===== src/rtl/vtgd_pkg.sv =====
// Package for the vector tile geometry decoder: grammar phase codes,
// command ids, status and vertex kind codes, and the word structs.
// No dependencies.
package vtgd_pkg;

  // Grammar phases
  localparam logic [3:0] PH_IDLE      = 4'd0;
  localparam logic [3:0] PH_MOVE_CMD  = 4'd1;
  localparam logic [3:0] PH_MOVE_X    = 4'd2;
  localparam logic [3:0] PH_MOVE_Y    = 4'd3;
  localparam logic [3:0] PH_LINE_CMD  = 4'd4;
  localparam logic [3:0] PH_LINE_X    = 4'd5;
  localparam logic [3:0] PH_LINE_Y    = 4'd6;
  localparam logic [3:0] PH_CLOSE_CMD = 4'd7;
  localparam logic [3:0] PH_DONE      = 4'd8;
  localparam logic [3:0] PH_DRAIN     = 4'd9;

  // Command ids
  localparam logic [2:0] CMD_MOVE  = 3'd1;
  localparam logic [2:0] CMD_LINE  = 3'd2;
  localparam logic [2:0] CMD_CLOSE = 3'd7;

  // Geometry types
  localparam logic [1:0] GK_UNKNOWN = 2'd0;
  localparam logic [1:0] GK_POINT   = 2'd1;
  localparam logic [1:0] GK_LINE    = 2'd2;
  localparam logic [1:0] GK_POLYGON = 2'd3;

  // Vertex kinds
  localparam logic [1:0] VK_POINT = 2'd0;
  localparam logic [1:0] VK_FIRST = 2'd1;
  localparam logic [1:0] VK_MORE  = 2'd2;
  localparam logic [1:0] VK_CLOSE = 2'd3;

  // Status codes
  localparam logic [2:0] ST_OK        = 3'd0;
  localparam logic [2:0] ST_UNEXP_CMD = 3'd1;
  localparam logic [2:0] ST_BAD_COUNT = 3'd2;
  localparam logic [2:0] ST_TRUNCATED = 3'd3;
  localparam logic [2:0] ST_TRAILING  = 3'd4;

  // One input word
  typedef struct packed {
    logic [31:0] geometry_word;
    logic [1:0]  geom_kind;
    logic        feature_start;
    logic        feature_end;
  } in_item_t;

  // One result word
  typedef struct packed {
    logic signed [31:0] coord_x;
    logic signed [31:0] coord_y;
    logic [1:0]         vertex_kind;
    logic               part_done;
    logic               last_of_feature;
    logic [2:0]         status;
  } result_t;

endpackage


===== src/rtl/vtgd_in_stage.sv =====
// Input register stage of the geometry decoder: captures one word from the
// slave stream and holds it until the decode engine takes it.
// Depends on vtgd_pkg.
module vtgd_in_stage (
  input  logic               clk,
  input  logic               rst,
  input  logic               s_tvalid,
  output logic               s_tready,
  input  vtgd_pkg::in_item_t s_item,
  input  logic               advance,
  output logic               item_valid,
  output vtgd_pkg::in_item_t item
);

  // Take a new word when empty or when the held word moves on this cycle
  assign s_tready = !item_valid || advance;

  // Hold the valid flag
  always_ff @(posedge clk) begin
    if (rst) begin
      item_valid <= 1'b0;
    end else if (s_tready) begin
      item_valid <= s_tvalid;
    end
  end

  // Capture the payload
  always_ff @(posedge clk) begin
    if (s_tvalid && s_tready) begin
      item <= s_item;
    end
  end

endmodule


===== src/rtl/vtgd_engine.sv =====
// Decode engine of the geometry decoder: grammar phase, cursor and ring
// start registers, with the single-pass command/parameter step logic.
// Depends on vtgd_pkg.
module vtgd_engine (
  input  logic               clk,
  input  logic               rst,
  input  logic               fire,
  input  vtgd_pkg::in_item_t item,
  output logic               emit,
  output vtgd_pkg::result_t  res
);

  logic [3:0]  phase, phase_next;
  logic [1:0]  kind_held, kind_held_next;
  logic [28:0] words_left, words_left_next;
  logic [31:0] cursor_x, cursor_x_next;
  logic [31:0] cursor_y, cursor_y_next;
  logic [31:0] delta_x_held, delta_x_held_next;
  logic [31:0] ring_start_x, ring_start_x_next;
  logic [31:0] ring_start_y, ring_start_y_next;

  // Step one word through the grammar
  always_comb begin
    logic [2:0]  id;
    logic [28:0] cnt;
    logic [31:0] delta;
    logic        err;
    logic [31:0] ox, oy;
    logic [1:0]  vk;
    logic        pd;
    logic [2:0]  st;
    logic        em;

    id    = item.geometry_word[2:0];
    cnt   = item.geometry_word[31:3];
    delta = {1'b0, item.geometry_word[31:1]} ^ {32{item.geometry_word[0]}};
    err   = 1'b0;
    ox    = '0;
    oy    = '0;
    vk    = vtgd_pkg::VK_POINT;
    pd    = 1'b0;
    st    = vtgd_pkg::ST_OK;
    em    = 1'b0;

    phase_next        = phase;
    kind_held_next    = kind_held;
    words_left_next   = words_left;
    cursor_x_next     = cursor_x;
    cursor_y_next     = cursor_y;
    delta_x_held_next = delta_x_held;
    ring_start_x_next = ring_start_x;
    ring_start_y_next = ring_start_y;

    // Restart the grammar and cursor on a feature start
    if (item.feature_start) begin
      cursor_x_next     = '0;
      cursor_y_next     = '0;
      delta_x_held_next = '0;
      ring_start_x_next = '0;
      ring_start_y_next = '0;
      words_left_next   = '0;
      kind_held_next    = item.geom_kind;
      phase_next = (item.geom_kind == vtgd_pkg::GK_UNKNOWN) ? vtgd_pkg::PH_DRAIN
                                                             : vtgd_pkg::PH_MOVE_CMD;
    end

    if (phase_next != vtgd_pkg::PH_IDLE) begin
      case (phase_next)
        vtgd_pkg::PH_MOVE_CMD: begin
          if (id != vtgd_pkg::CMD_MOVE) begin
            st  = vtgd_pkg::ST_UNEXP_CMD;
            err = 1'b1;
          end else if (cnt == '0 ||
                       (kind_held_next != vtgd_pkg::GK_POINT && cnt != 29'd1)) begin
            st  = vtgd_pkg::ST_BAD_COUNT;
            err = 1'b1;
          end else begin
            words_left_next = cnt;
            phase_next      = vtgd_pkg::PH_MOVE_X;
          end
        end
        vtgd_pkg::PH_MOVE_X: begin
          delta_x_held_next = delta;
          phase_next        = vtgd_pkg::PH_MOVE_Y;
        end
        vtgd_pkg::PH_LINE_X: begin
          delta_x_held_next = delta;
          phase_next        = vtgd_pkg::PH_LINE_Y;
        end
        vtgd_pkg::PH_MOVE_Y: begin
          cursor_x_next = cursor_x_next + delta_x_held_next;
          cursor_y_next = cursor_y_next + delta;
          em = 1'b1;
          ox = cursor_x_next;
          oy = cursor_y_next;
          if (kind_held_next == vtgd_pkg::GK_POINT) begin
            vk              = vtgd_pkg::VK_POINT;
            words_left_next = words_left_next - 29'd1;
            phase_next = (words_left_next != '0) ? vtgd_pkg::PH_MOVE_X
                                                 : vtgd_pkg::PH_DONE;
          end else begin
            vk                = vtgd_pkg::VK_FIRST;
            ring_start_x_next = cursor_x_next;
            ring_start_y_next = cursor_y_next;
            phase_next        = vtgd_pkg::PH_LINE_CMD;
          end
        end
        vtgd_pkg::PH_LINE_CMD: begin
          if (id != vtgd_pkg::CMD_LINE) begin
            st  = vtgd_pkg::ST_UNEXP_CMD;
            err = 1'b1;
          end else if (cnt == '0) begin
            st  = vtgd_pkg::ST_BAD_COUNT;
            err = 1'b1;
          end else begin
            words_left_next = cnt;
            phase_next      = vtgd_pkg::PH_LINE_X;
          end
        end
        vtgd_pkg::PH_LINE_Y: begin
          cursor_x_next   = cursor_x_next + delta_x_held_next;
          cursor_y_next   = cursor_y_next + delta;
          em              = 1'b1;
          ox              = cursor_x_next;
          oy              = cursor_y_next;
          vk              = vtgd_pkg::VK_MORE;
          words_left_next = words_left_next - 29'd1;
          if (words_left_next != '0) begin
            phase_next = vtgd_pkg::PH_LINE_X;
          end else if (kind_held_next == vtgd_pkg::GK_LINE) begin
            pd         = 1'b1;
            phase_next = vtgd_pkg::PH_MOVE_CMD;
          end else begin
            phase_next = vtgd_pkg::PH_CLOSE_CMD;
          end
        end
        vtgd_pkg::PH_CLOSE_CMD: begin
          if (id != vtgd_pkg::CMD_CLOSE) begin
            st  = vtgd_pkg::ST_UNEXP_CMD;
            err = 1'b1;
          end else if (cnt != 29'd1) begin
            st  = vtgd_pkg::ST_BAD_COUNT;
            err = 1'b1;
          end else begin
            em         = 1'b1;
            ox         = ring_start_x_next;
            oy         = ring_start_y_next;
            vk         = vtgd_pkg::VK_CLOSE;
            pd         = 1'b1;
            phase_next = vtgd_pkg::PH_MOVE_CMD;
          end
        end
        vtgd_pkg::PH_DONE: begin
          st  = vtgd_pkg::ST_TRAILING;
          err = 1'b1;
        end
        default: begin
        end
      endcase

      // Report the error with cleared vertex fields, then swallow the rest
      if (err) begin
        em         = 1'b1;
        ox         = '0;
        oy         = '0;
        vk         = vtgd_pkg::VK_POINT;
        pd         = 1'b0;
        phase_next = vtgd_pkg::PH_DRAIN;
      end

      // Close the feature; flag an unfinished part as truncated
      if (item.feature_end) begin
        if (phase_next != vtgd_pkg::PH_MOVE_CMD && phase_next != vtgd_pkg::PH_DONE &&
            phase_next != vtgd_pkg::PH_DRAIN) begin
          if (!em) begin
            ox = '0;
            oy = '0;
            vk = vtgd_pkg::VK_POINT;
            pd = 1'b0;
          end
          em = 1'b1;
          st = vtgd_pkg::ST_TRUNCATED;
        end
        phase_next = vtgd_pkg::PH_IDLE;
      end
    end

    emit                = em;
    res.coord_x         = ox;
    res.coord_y         = oy;
    res.vertex_kind     = vk;
    res.part_done       = pd;
    res.last_of_feature = item.feature_end;
    res.status          = st;
  end

  // Advance the grammar state on each processed word
  always_ff @(posedge clk) begin
    if (rst) begin
      phase        <= vtgd_pkg::PH_IDLE;
      kind_held    <= '0;
      words_left   <= '0;
      cursor_x     <= '0;
      cursor_y     <= '0;
      delta_x_held <= '0;
      ring_start_x <= '0;
      ring_start_y <= '0;
    end else if (fire) begin
      phase        <= phase_next;
      kind_held    <= kind_held_next;
      words_left   <= words_left_next;
      cursor_x     <= cursor_x_next;
      cursor_y     <= cursor_y_next;
      delta_x_held <= delta_x_held_next;
      ring_start_x <= ring_start_x_next;
      ring_start_y <= ring_start_y_next;
    end
  end

endmodule


===== src/rtl/vector_tile_geometry_decoder_core.sv =====
// Vector tile geometry decoder, top level. Takes one geometry word per
// cycle while results are taken and returns at most one vertex or status
// word per input word. Depends on vtgd_pkg, vtgd_in_stage and vtgd_engine.
//
// The decoder accepts one geometry word every clock cycle while the output
// side takes results. An accepted word waits in the input register; its
// result is registered in the output register and valid on the master
// stream from there. Each word passes once through the engine between
// the input register and the output register: a command decode, one 32-bit
// cursor add per axis and the phase update, so the rate is one word per
// cycle while results are taken. Words that produce no result (commands, x
// deltas, swallowed words) still take an engine step. Set feature_start on
// the first word of every feature; words outside a feature are dropped,
// and a nonzero status marks a grammar error, truncation or trailing words.
module vector_tile_geometry_decoder_core (
  input  logic        clk,
  input  logic        rst,
  input  logic        s_tvalid,
  output logic        s_tready,
  input  logic [31:0] s_tdata,   // geometry_word
  input  logic [2:0]  s_tuser,   // geom_kind[1:0], feature_start[2]
  input  logic        s_tlast,   // feature_end
  output logic        m_tvalid,
  input  logic        m_tready,
  output logic [63:0] m_tdata,   // coord_x[31:0], coord_y[63:32]
  output logic [5:0]  m_tuser,   // vertex_kind[1:0], part_done[2], status[5:3]
  output logic        m_tlast    // last_of_feature
);

  vtgd_pkg::in_item_t s_item;
  vtgd_pkg::in_item_t item;
  vtgd_pkg::result_t  res_new;
  vtgd_pkg::result_t  res;
  logic               item_valid;
  logic               out_valid;
  logic               out_free;
  logic               fire;
  logic               emit;

  assign s_item.geometry_word = s_tdata;
  assign s_item.geom_kind     = s_tuser[1:0];
  assign s_item.feature_start = s_tuser[2];
  assign s_item.feature_end   = s_tlast;

  // Process the held word when the output register can take its result
  assign out_free = !out_valid || m_tready;
  assign fire     = item_valid && out_free;

  vtgd_in_stage u_in (
    .clk        (clk),
    .rst        (rst),
    .s_tvalid   (s_tvalid),
    .s_tready   (s_tready),
    .s_item     (s_item),
    .advance    (fire),
    .item_valid (item_valid),
    .item       (item)
  );

  vtgd_engine u_engine (
    .clk  (clk),
    .rst  (rst),
    .fire (fire),
    .item (item),
    .emit (emit),
    .res  (res_new)
  );

  // Output register valid
  always_ff @(posedge clk) begin
    if (rst) begin
      out_valid <= 1'b0;
    end else if (fire) begin
      out_valid <= emit;
    end else if (m_tready) begin
      out_valid <= 1'b0;
    end
  end

  // Output register payload
  always_ff @(posedge clk) begin
    if (fire && emit) begin
      res <= res_new;
    end
  end

  assign m_tvalid = out_valid;
  assign m_tdata  = {res.coord_y, res.coord_x};
  assign m_tuser  = {res.status, res.part_done, res.vertex_kind};
  assign m_tlast  = res.last_of_feature;

  // Grammar errors carry cleared vertex fields
  a_err_clear: assert property (@(posedge clk) disable iff (rst)
    out_valid && (res.status == vtgd_pkg::ST_UNEXP_CMD ||
                  res.status == vtgd_pkg::ST_BAD_COUNT ||
                  res.status == vtgd_pkg::ST_TRAILING)
    |-> (res.coord_x == '0 && res.coord_y == '0 &&
         res.vertex_kind == vtgd_pkg::VK_POINT && !res.part_done))
    else $error("error result with nonzero vertex fields");

  // A closing vertex always ends its ring
  a_close_done: assert property (@(posedge clk) disable iff (rst)
    out_valid && res.vertex_kind == vtgd_pkg::VK_CLOSE |-> res.part_done)
    else $error("closing vertex without part_done");

  // A full input stage behind a stalled output refuses new words
  a_backpressure: assert property (@(posedge clk) disable iff (rst)
    item_valid && out_valid && !m_tready |-> !s_tready)
    else $error("input accepted while both stages are stalled");

  // Reset empties the output register
  a_reset_empty: assert property (@(posedge clk) rst |=> !out_valid)
    else $error("output valid after reset");

endmodule


===== config.mk =====
export PLATFORM = sky130hd
export DESIGN_NAME = vector_tile_geometry_decoder_core
export DESIGN_NICKNAME = d
export VERILOG_FILES = /design/src/rtl/vtgd_pkg.sv /design/src/rtl/vtgd_in_stage.sv /design/src/rtl/vtgd_engine.sv /design/src/rtl/vector_tile_geometry_decoder_core.sv
export SDC_FILE = /design/constraint.sdc
export NUM_CORES = 1
export LEC_CHECK = 0
export ABC_AREA = 1
export ABC_CLOCK_PERIOD_IN_PS = 3900
export BUFFER_PORTS_ARGS = -buffer_cell sky130_fd_sc_hd__buf_2
export CORE_UTILIZATION = 30
export DETAILED_ROUTE_END_ITERATION = 10
export PLACE_DENSITY = 0.53
export REMOVE_ABC_BUFFERS = 1
export SYNTH_ARGS = -nofsm -noshare
export SYNTH_HDL_FRONTEND = slang
export SYNTH_SLANG_ARGS = --single-unit

===== constraint.sdc =====
create_clock -name clk -period 3.9 [get_ports clk]
set_input_delay 0.585 -clock clk [delete_from_list [all_inputs] [get_ports clk]]
set_output_delay 0.585 -clock clk [all_outputs]
set_load 0.005 [all_outputs]

Yosys cells after proc, flatten, opt, wreduce, memory -nomap -nowiden
Cells that the tools add are included.
Operators by class
  muxes and demuxes: 99
  magnitude comparators: 0
  reductions and logical operators: 18
  bitwise operators: 1
  shift operators: 0
  add/sub/neg operators: 3
  $mul: 0
  equal/unequal tests: 18
  divide/modulo/power cells: 0
Operator list (number)
  two-way mux 32 bit: 29
  two-way mux 29 bit: 7
  case mux 32 bit (2 select lines): 2
  case mux 29 bit (4 select lines): 1
  adder 32 bit: 2
  two-way mux 4 bit: 15
  XOR 31 x 32 -> 32 bit: 1
  zero test 29 bit: 1
  != test 29 x 1 -> 1 bit, second input constant: 1
  nonzero test 29 bit: 1
  subtractor 29 x 1 -> 29 bit, second input constant: 1
  case mux 4 bit (7 select lines): 1
  two-way mux 1 bit: 23
  two-way mux 2 bit: 10
  two-way mux 3 bit: 6
  == test 4 x 3 -> 1 bit, second input constant: 4
  case mux 3 bit (4 select lines): 1
  == test 4 x 2 -> 1 bit, second input constant: 2
  != test 4 bit, second input constant: 2
  logical AND 1 bit: 6
  case mux 2 bit (3 select lines): 1
  == test 4 x 1 -> 1 bit, second input constant: 1
  == test 4 bit, second input constant: 1
  != test 4 x 1 -> 1 bit, second input constant: 1
  14 further kinds: 19
Word-level totals
  logic and storage cells: 159
  memories: 0
  memory bits (writable): 0
  output and inout bits: 73
  ROM bits: 0
  register bits: 304
  latch bits: 0
  input bits: 40

Logic depth before layout (Yosys ltp)
Gate-level depths: netlist of the first run.
  word-level depth: 17
  mapped depth: 24
  gate-level depth less buffers: 22

Cells and area by module
From an unflattened synthesis of the first run, not the netlist that was laid out.
Second synthesis, totals
  cell total of the unflattened synthesis: 2821
  area total of the unflattened synthesis: 19507.5 sq um
By module, submodules not included
  vtgd_engine: instances 1, seq. area each 3903.7 sq um, area an instance 16178.0 sq um, cells an instance 2696
  vector_tile_geometry_decoder_core: instances 1, seq. area each 2152.1 sq um, area an instance 2200.9 sq um, cells an instance 83
  vtgd_in_stage: instances 1, seq. area each 1101.1 sq um, area an instance 1128.6 sq um, cells an instance 42

Least setup slack after synthesis of the first run
No wires, ideal clock.
  path kind: register to register
  from: register u_in.item[1] (netlist name)
  to: register res, in the netlist m_tdata[0], enable pin
  path slack: -0.251 ns
  required time: 3.475 ns
  buffers on the path: 2
  setup time: 0.425 ns
  cell stages (with the launch flop): 23
  data arrival time: 3.726 ns
  path through: edfxtp_1 -> inv_2 -> buf_6 -> nand2_2 -> ha_1 -> nand3_2 -> nor2_1 -> buf_4 -> nand2_1 -> nand2_1 -> nand2_2 -> nand2_1 -> nor2_2 -> nand3_1 -> nor2_2 -> nand3_1 -> nand3_2 -> nand2_1 -> nand3_2 -> nand2_2 -> nand2_2 -> nand2_2 -> inv_1
Between the ends
  longest elaborated chain between the ends: 17
  elaborated cells on any way between the ends: 49
  classes of those cells: add/sub: 1; eq/ne: 14; mux: 26; reduce/logical: 8
Ends and longest elaborated chain
  branches (longest 15 deep; another with subtractor 29 x 1 -> 29 bit)
  two-way mux 1 bit *: line vtgd_engine.sv:67  | if (phase_next != vtgd_pkg::PH_IDLE) begin
  logical AND 1 bit *: line vector_tile_geometry_decoder_core.sv:82  | if (fire && emit) begin
  end signal, assigned: line vector_tile_geometry_decoder_core.sv:83  | res <= res_new;
  end, declared: line vector_tile_geometry_decoder_core.sv:33  | vtgd_pkg::result_t res;
Every way passes the cells marked *. The select of a mux whose other input is x is not followed.
A chain may end at the register's enable or synchronous reset.

Worst setup path after layout of the first run
  from: register u_in.item[4] (netlist name)
  to: register res, in the netlist m_tdata[61] (data pin)
Between the ends
  longest elaborated chain between the ends: 11
  elaborated cells on any way between the ends: 31
  classes of those cells: add/sub: 1; eq/ne: 6; mux: 21; bitwise: 1; reduce/logical: 2
Ends and longest elaborated chain
  branches (longest 10 deep; another with adder 32 bit)
  two-way mux 32 bit *: line vtgd_engine.sv:172  | if (item.feature_end) begin
Marked as above.

==> results of run 1 <==
worst paths after layout:
kind | from | endpoint | slack (ps) | cells past startpoint
max | u_in.item[4] | m_tdata[61] | 320 | 17
min | s_tdata[31] | u_in.item[35] | 200 | 1
max reg2reg | u_in.item[4] | m_tdata[61] | 320 | 17
min reg2reg | u_engine.ring_start_x[24] | u_engine.ring_start_x[24] | 460 | 2
metrics by stage:
step	hold slack (ps)	power (W)	TNS [ps]	util	cell area [µm²]
6_report	203	0.00843	0	0.349	22000
5_1_grt	181	0.00881	0	0.349	22000
4_1_cts	169	0.00855	0	0.349	22000
3_5_place_dp	455	0.00470	0	0.328	20600
3_3_place_gp	453	0.00471	0	0.328	20600
2_1_floorplan	432	0.00428	-1118700	-	18500
synth_stat cells, types with 5 or more instances:
master	count
a221oi_1	7
xor2_1	72
buf_1	16
o221ai_1	5
a31oi_1	67
nor3_1	23
inv_2	8
a21o_1	10
nand2_1	666
nor2_1	232
o21ai_1	6
edfxtp_1	107
ha_1	67
dfxtp_1	197
o211ai_1	51
o31ai_1	13
nand4_1	30
or2_2	7
nor2_2	11
nand3_1	114
o22ai_1	19
a22oi_1	20
a21oi_1	227
o21ai_0	211
nand2_2	16
clkbuf_1	106
inv_1	323
buf_2	13
xnor2_1	14
flip-flops by register name, summed over array words and instances (netlist names):
register and cells:
u_in.item 36, u_engine.cursor_x 32, m_tuser 6, u_engine.delta_x_held 32, u_engine.cursor_y 32, u_engine.ring_start_y 32
u_engine.kind_held 2, u_engine.ring_start_x 32, u_in.item_valid 1, m_tdata 64, u_engine.words_left 29, m_tvalid 1
m_tlast 1, u_engine.phase 4
cells by family (layout without fill, tap and decap cells):
kind of cell / count (synthesis) / count (layout)
fa+ha+maj: 69 / 69
flops: 304 / 304
simple gates: 1117 / 1117
compound gates: 663 / 663
xor+xnor: 86 / 86
buf+inv: 472 / 567
layer usage:
metal	routed length, µm	vias up	GRT usage	share of wire
li1	-	9213	-	-
met1	28300	8332	0.252	0.46
met2	27900	422	0.309	0.46
met3	2940	99	0.0261	0.048
met4	1890	0	0.0664	0.031
met5	0	-	0	0
critical path: stages (launching register included):
cell,delay (ps)
edfxtp_1,340
buf_4,170
buf_6,300
xor2_1,430
ha_1,320
nand2_1,120
nor2_1,120
nor3b_1,280
nand4_1,140
nand3_1,170
nand2_1,80
o211ai_1,140
a21oi_1,170
nor2_1,120
nor2_1,60
xor2_1,150
nand2_1,80
o21ai_0,80
layout make-up:
class / count / area (µm²) / area share
multi-input cells: 1935 / 10100 / 0.459
flip-flops and latches: 304 / 7160 / 0.325
inverters: 331 / 1250 / 0.0569
clock buffers: 52 / 1110 / 0.0503
repair buffers: 165 / 1110 / 0.0503
well taps: 846 / 1060 / 0.0481
clock inverters: 19 / 235 / 0.0107
repair_timing:
item,in CTS,in global routing
buffers inserted,0,0
hold buffers,0,0
setup endpoints to repair,0,74
gates resized for setup,0,7
power by group through the flow:
stage / sequential, W / clock (W) / combinational (W)
final: 0.00351 / 0.00379 / 0.00113
after global routing: 0.00352 / 0.00402 / 0.00127
after CTS: 0.00351 / 0.00391 / 0.00113
after detailed placement: 0.00357 / 0 / 0.00113
after global placement: 0.00357 / 0 / 0.00113
after floorplan: 0.00356 / 0 / 0.000713
==> impl_metrics.csv, run 1 <==
group,metric,value,unit
logic_synthesis,synth_compound_area_frac,0.200,
logic_synthesis,syn_avg_cell_area,7.03,µm²
logic_synthesis,synth_top_area_share,0.207,
pwr,p_sw_frac,0.276,
timing,setup_ws,320,ps
run_status,outcome,"complete, no violations",
global_routing,overflow,0,
logic_synthesis,ys_ff_latch,304,
place,gp_congestion,0.925,
finish,final_nets,2885,
critical_path,crit_type,"reg2reg",
detailed_routing,via_per_inst,4.95,
timing,setup_viol,0,
floorplan,die-area,0.0645,mm²
floorplan,core_region_area,0.0630,mm²
critical_path,startpoint_type,"flop",
finish,syn_to_final_growth,15.5,%
pwr,p_per_area,383,mW/mm²
logic_synthesis,ys.warnings.count,0,
timing,slew_viol_final,0,
logic_synthesis,synth-simple-area-share,0.243,
timing,finalHoldViolations,0,
clocking,cts_tree,"yes",
logic_synthesis,synthesis.area,0.0191,mm²
place,dp_hpwl,43.3,mm
logic_synthesis,synthArstFlopShare,0,
finish,nFillCells,6820,
clocking,insertion_delay,560,ps
logic_synthesis,synthXorXnorAreaFrac,0.0395,
clocking,htreeDepth,2,
logic_synthesis,yosysTopAreaCell,"dfxtp_1",
place,pre_cts_slack,189,ps
critical_path,cp.required,4170,ps
critical_path,end_kind,"flop",
global_routing,grt_max_degree,122,
floorplan,die_w,254,µm
detailed_routing,via_count,18066,
logic_synthesis,yosysSeqAreaShare,0.376,
timing,relSlewSlack,0.328,
finish,drive_gt1_frac,0.105,
timing,fmax,0.279,GHz
finish,antenna_cells,0,
global_routing,grt_pass1_wl,95.3,mm
pwr,seq_power_share,0.416,
pwr,p_leak,9.35,nW
clocking,cts_made_buffers,39,
global_routing,antenna_found_initial,1,
finish,final_common_cell,"nand2_1",
timing,worst_pin_slew,1010,ps
logic_synthesis,syn_inst,2711,
pwr,internal-power,0.00611,W
floorplan,die_height,254,µm
detailed_routing,drtAntennaViolNets,0,
clocking,cts.sink_count,304,
logic_synthesis,synth_ff_type,"dfxtp_1",
clocking,cts.path.max_buffers,3,
critical_path,crit_arrival,3850,ps
logic_synthesis,synth_edf_count,107,
floorplan,io_pins,113,
pwr,max-vdd-ir-drop,0.000305,V
floorplan,start_util,0.303,
critical_path,cp_max_fo,27,
clocking,cts_root_buffer,"clkbuf_16",
timing,fin_crit_sh,0.918,
detailed_routing,drc_errors,0,
pwr,pwr-share-clk,0.449,
flow_run,drv_cap,0,
logic_synthesis,synth_cell_type_count,50,
global_routing,grt_pass1_vias,17042,
pwr,power.switching,0.00232,W
floorplan,fp-row-count,92,
place,dpl.cell_count,3581,
logic_synthesis,synthAdderAreaFrac,0.0461,
logic_synthesis,synth.area.mux_share,0,
detailed_routing,routed_wl,61.0,mm
detailed_routing,first_iter_violations,1352,
logic_synthesis,synthTopCellsByArea,"dfxtp_1 21%, edfxtp_1 17%, nand2_1 13%",
pwr,p_comb_frac,0.135,
min_path,hold_path_class,"in2reg",
clocking,clk_pin_slew,60,ps
logic_synthesis,synth_top_family_by_area,"simple AND/OR/NAND/NOR gates",
timing,finClkSkew,21.2,ps
global_routing,track_usage,0.188,
timing,period_needed,3580,ps
detailed_routing,avgRoutedWirePerCell,16.7,µm
timing,grt_setup_unrepaired,"false",
detailed_routing,first_pass_iters,9,
place,port_buffers,112,
finish,final_cell_mix,"663 x nand2_1, 320 x inv_1, 232 x nor2_1, 227 x a21oi_1, 210 x o21ai_0",
finish,fin_cells,3652,
No activity file was read; power rests on OpenSTA's default activity.
==> run 2, diff against run 1 <==
--- a/config.mk
+++ b/config.mk
@@ -5,7 +5,7 @@
 export SDC_FILE = /design/constraint.sdc
 export NUM_CORES = 1
 export LEC_CHECK = 0
-export ABC_AREA = 1
+export ABC_AREA = 0
 export ABC_CLOCK_PERIOD_IN_PS = 3900
 export BUFFER_PORTS_ARGS = -buffer_cell sky130_fd_sc_hd__buf_2
 export CORE_UTILIZATION = 30
==> run 2 against run 1 <==
The flow now finishes with violations (setup timing). Sequential share of layout area up 3.1 points. Core utilization up 2.9 points. Via count down 22%. Wire length down 15%. Setup slack worse by 410 ps. Final cell count down 28%. Highest routed layer unchanged. Synthesized area down 15%. Hold slack worse by 4.1 ps. Critical path type unchanged. Combinational power down 46%.
==> impl_metrics.csv, run 2 <==
group,metric,value,unit
logic_synthesis,yosysTopAreaCell,"dfxtp_1",
logic_synthesis,synth_most_common_cell,"nor2_1",
place,port_buffers,112,
logic_synthesis,synth_top_area_share,0.242,
finish,final_cell_mix,"226 x nor2_1, 195 x dfxtp_1, 129 x a22oi_1, 121 x buf_4, 111 x buf_2",
logic_synthesis,synthesis.area,0.0163,mm²
timing,period_needed,3990,ps
timing,setup_ws,-86.0,ps
place,gp_congestion,0.918,
detailed_routing,first_iter_violations,975,
timing,worst_pin_slew,937,ps
pwr,max-vdd-ir-drop,0.000285,V
timing,fin_crit_sh,1.02,
timing,setup_viol,59,
detailed_routing,via_count,14155,
logic_synthesis,synthArstFlopShare,0,
timing,relSlewSlack,0.375,
finish,largest_reg_flops,64,
critical_path,rr_worst_depth,13,
clocking,htreeDepth,2,
detailed_routing,first_pass_iters,6,
critical_path,end_kind,"flop",
logic_synthesis,ys_ff_latch,304,
floorplan,die-area,0.0552,mm²
floorplan,start_util,0.306,
clocking,cts_root_buffer,"clkbuf_16",
clocking,insertion_delay,560,ps
finish,antenna_cells,0,
clocking,cts_tree,"yes",
critical_path,cp.required,4220,ps
clocking,cts_hold_buf,0,
clocking,clk_pin_slew,60,ps
critical_path,cp_max_fo,6,
clocking,cts_made_buffers,37,
global_routing,track_usage,0.184,
finish,syn_to_final_growth,23.5,%
pwr,p_per_area,369,mW/mm²
global_routing,grt_pass1_vias,13890,
logic_synthesis,syn_inst,1756,
timing,finalHoldViolations,0,
run_status,violations,"setup timing",
global_routing,grt_pass1_wl,80.1,mm
logic_synthesis,ys.warnings.count,0,
place,dp_hpwl,35.5,mm
logic_synthesis,synth_ff_type,"dfxtp_1",
finish,drive_gt1_frac,0.198,
timing,slew_viol_final,0,
clocking,cts.path.max_buffers,3,
finish,final_nets,2038,
logic_synthesis,yosysSeqAreaShare,0.440,
logic_synthesis,synth_edf_count,107,
finish,seq_area,0.00716,mm²
timing,timing.hold.ws,199,ps
pwr,p_leak,7.80,nW
logic_synthesis,synth_cell_type_count,72,
floorplan,die_w,235,µm
place,dpl.cell_count,2551,
detailed_routing,via_per_inst,5.35,
min_path,min_delay_path_depth,1,
global_routing,overflow,0,
critical_path,crit_type,"reg2reg",
detailed_routing,avgRoutedWirePerCell,19.5,µm
timing,grt_setup_unrepaired,"true",
logic_synthesis,synthTopCellsByArea,"dfxtp_1 24%, edfxtp_1 20%, a22oi_1 6.0%",
critical_path,startpoint_type,"flop",
logic_synthesis,syn_avg_cell_area,9.26,µm²
flow_run,drv_cap,0,
detailed_routing,drc_errors,0,
timing,finClkSkew,17.6,ps
floorplan,fp-row-count,84,
floorplan,core_region_area,0.0531,mm²
global_routing,grt_max_degree,62,
global_routing,antenna_found_initial,0,
detailed_routing,drtAntennaViolNets,0,
timing,fmax,0.251,GHz
floorplan,io_pins,113,
floorplan,die_height,235,µm
finish,multi_input_area,0.00889,mm²
logic_synthesis,ys_top_cells_by_count,"228 x nor2_1, 197 x dfxtp_1, 129 x a22oi_1, 112 x nor2b_1, 108 x clkbuf_1",
detailed_routing,routed_wl,51.6,mm
clocking,cts.sink_count,304,
finish,nFillCells,5334,
run_status,outcome,"finished, violations left",
finish,fin_cells,2645,
min_path,hold_path_class,"in2reg",
critical_path,crit_arrival,4310,ps
finish,final_common_cell,"nor2_1",
run 2: cell types whose count changed after synthesis, moves of 33 or more:
cell / previous run / this run
inv_1: 323 / 28
o21ai_0: 211 / 64
a31oi_1: 67 / 11
nor2b_1: 0 / 112
a21oi_1: 227 / 90
a22oi_1: 20 / 129
nand3_1: 114 / 27
nand2_1: 666 / 85
o211ai_1: 51 / 7
xnor2_1: 14 / 47
a22o_1: 4 / 107
run 2: routing by layer:
metal | vias to the layer above | wire length, µm | global-route usage
met1 | 6832 | 23700 | 0.244
met5 | - | 0 | 0
met4 | 0 | 1360 | 0.0618
li1 | 6818 | - | -
met3 | 81 | 2350 | 0.0266
met2 | 424 | 24200 | 0.306
run 2: logic make-up after synthesis:
kind of cell	Yosys count	synth area share
multiplexers	4	0.00254
adder cells (fa/ha/maj)	69	0.0540
AND/OR/NAND/NOR	595	0.179
AO/OA/AOI/OAI	539	0.236
buffers and inverters	145	0.0348
flip-flops	304	0.440
XOR/XNOR	100	0.0538
run 2: timing repair:
item | 4_1_cts | 5_1_grt
gates resized for setup | 28 | 47
buffers inserted | 11 | 8
cloned | 6 | 2
pin swaps | 10 | 20
setup endpoints to repair | 54 | 111
run 2: through the flow:
step | instance area (µm²) | worst slack (ps) | total power [W] | setup TNS (ps) | util
2_1_floorplan | 15800 | -7600 | 0.00371 | -1031100 | -
3_3_place_gp | 18200 | -31.2 | 0.00400 | -284 | 0.343
3_5_place_dp | 18200 | -73.4 | 0.00400 | -2550 | 0.343
4_1_cts | 19800 | -48.5 | 0.00750 | -1440 | 0.372
5_1_grt | 20100 | -187 | 0.00768 | -10380 | 0.378
6_report | 20100 | -86.0 | 0.00742 | -3690 | 0.378
run 2: power by group:
group          switching, W  internal, W  total (W)
logic              0.000389     0.000226   0.000614
registers         0.0000453      0.00333    0.00337
clock network       0.00142      0.00201    0.00343
total               0.00186      0.00556    0.00742
run 2: final timing paths:
path                              from                         to  slack [ps]
max            u_engine.words_left[16]                 m_tdata[5]         -90
min                         s_tuser[1]               u_in.item[3]         200
max reg2reg    u_engine.words_left[16]                 m_tdata[5]         -90
min reg2reg  u_engine.ring_start_x[31]  u_engine.ring_start_x[31]         440
run 2: critical path, cell delays in order, from the launching register on:
cell and delay, ps:
dfxtp_2 320, or4_4 540, or4_4 580, or4_4 430, a211oi_2 200, nand4_1 230
buf_4 220, mux2i_2 180, a21oi_2 100, o31ai_4 340, a31oi_4 170, buf_12 170
buf_12 140, buf_16 140
run 2: cell type report:
type,count,share of cell area
Clock buffer,44,0.0489
Clock inverter,23,0.0104
Inverter,28,0.00523
Multi-Input combinational cell,1307,0.443
Sequential cell,304,0.356
Tap cell,688,0.0429
Timing Repair Buffer,251,0.0935
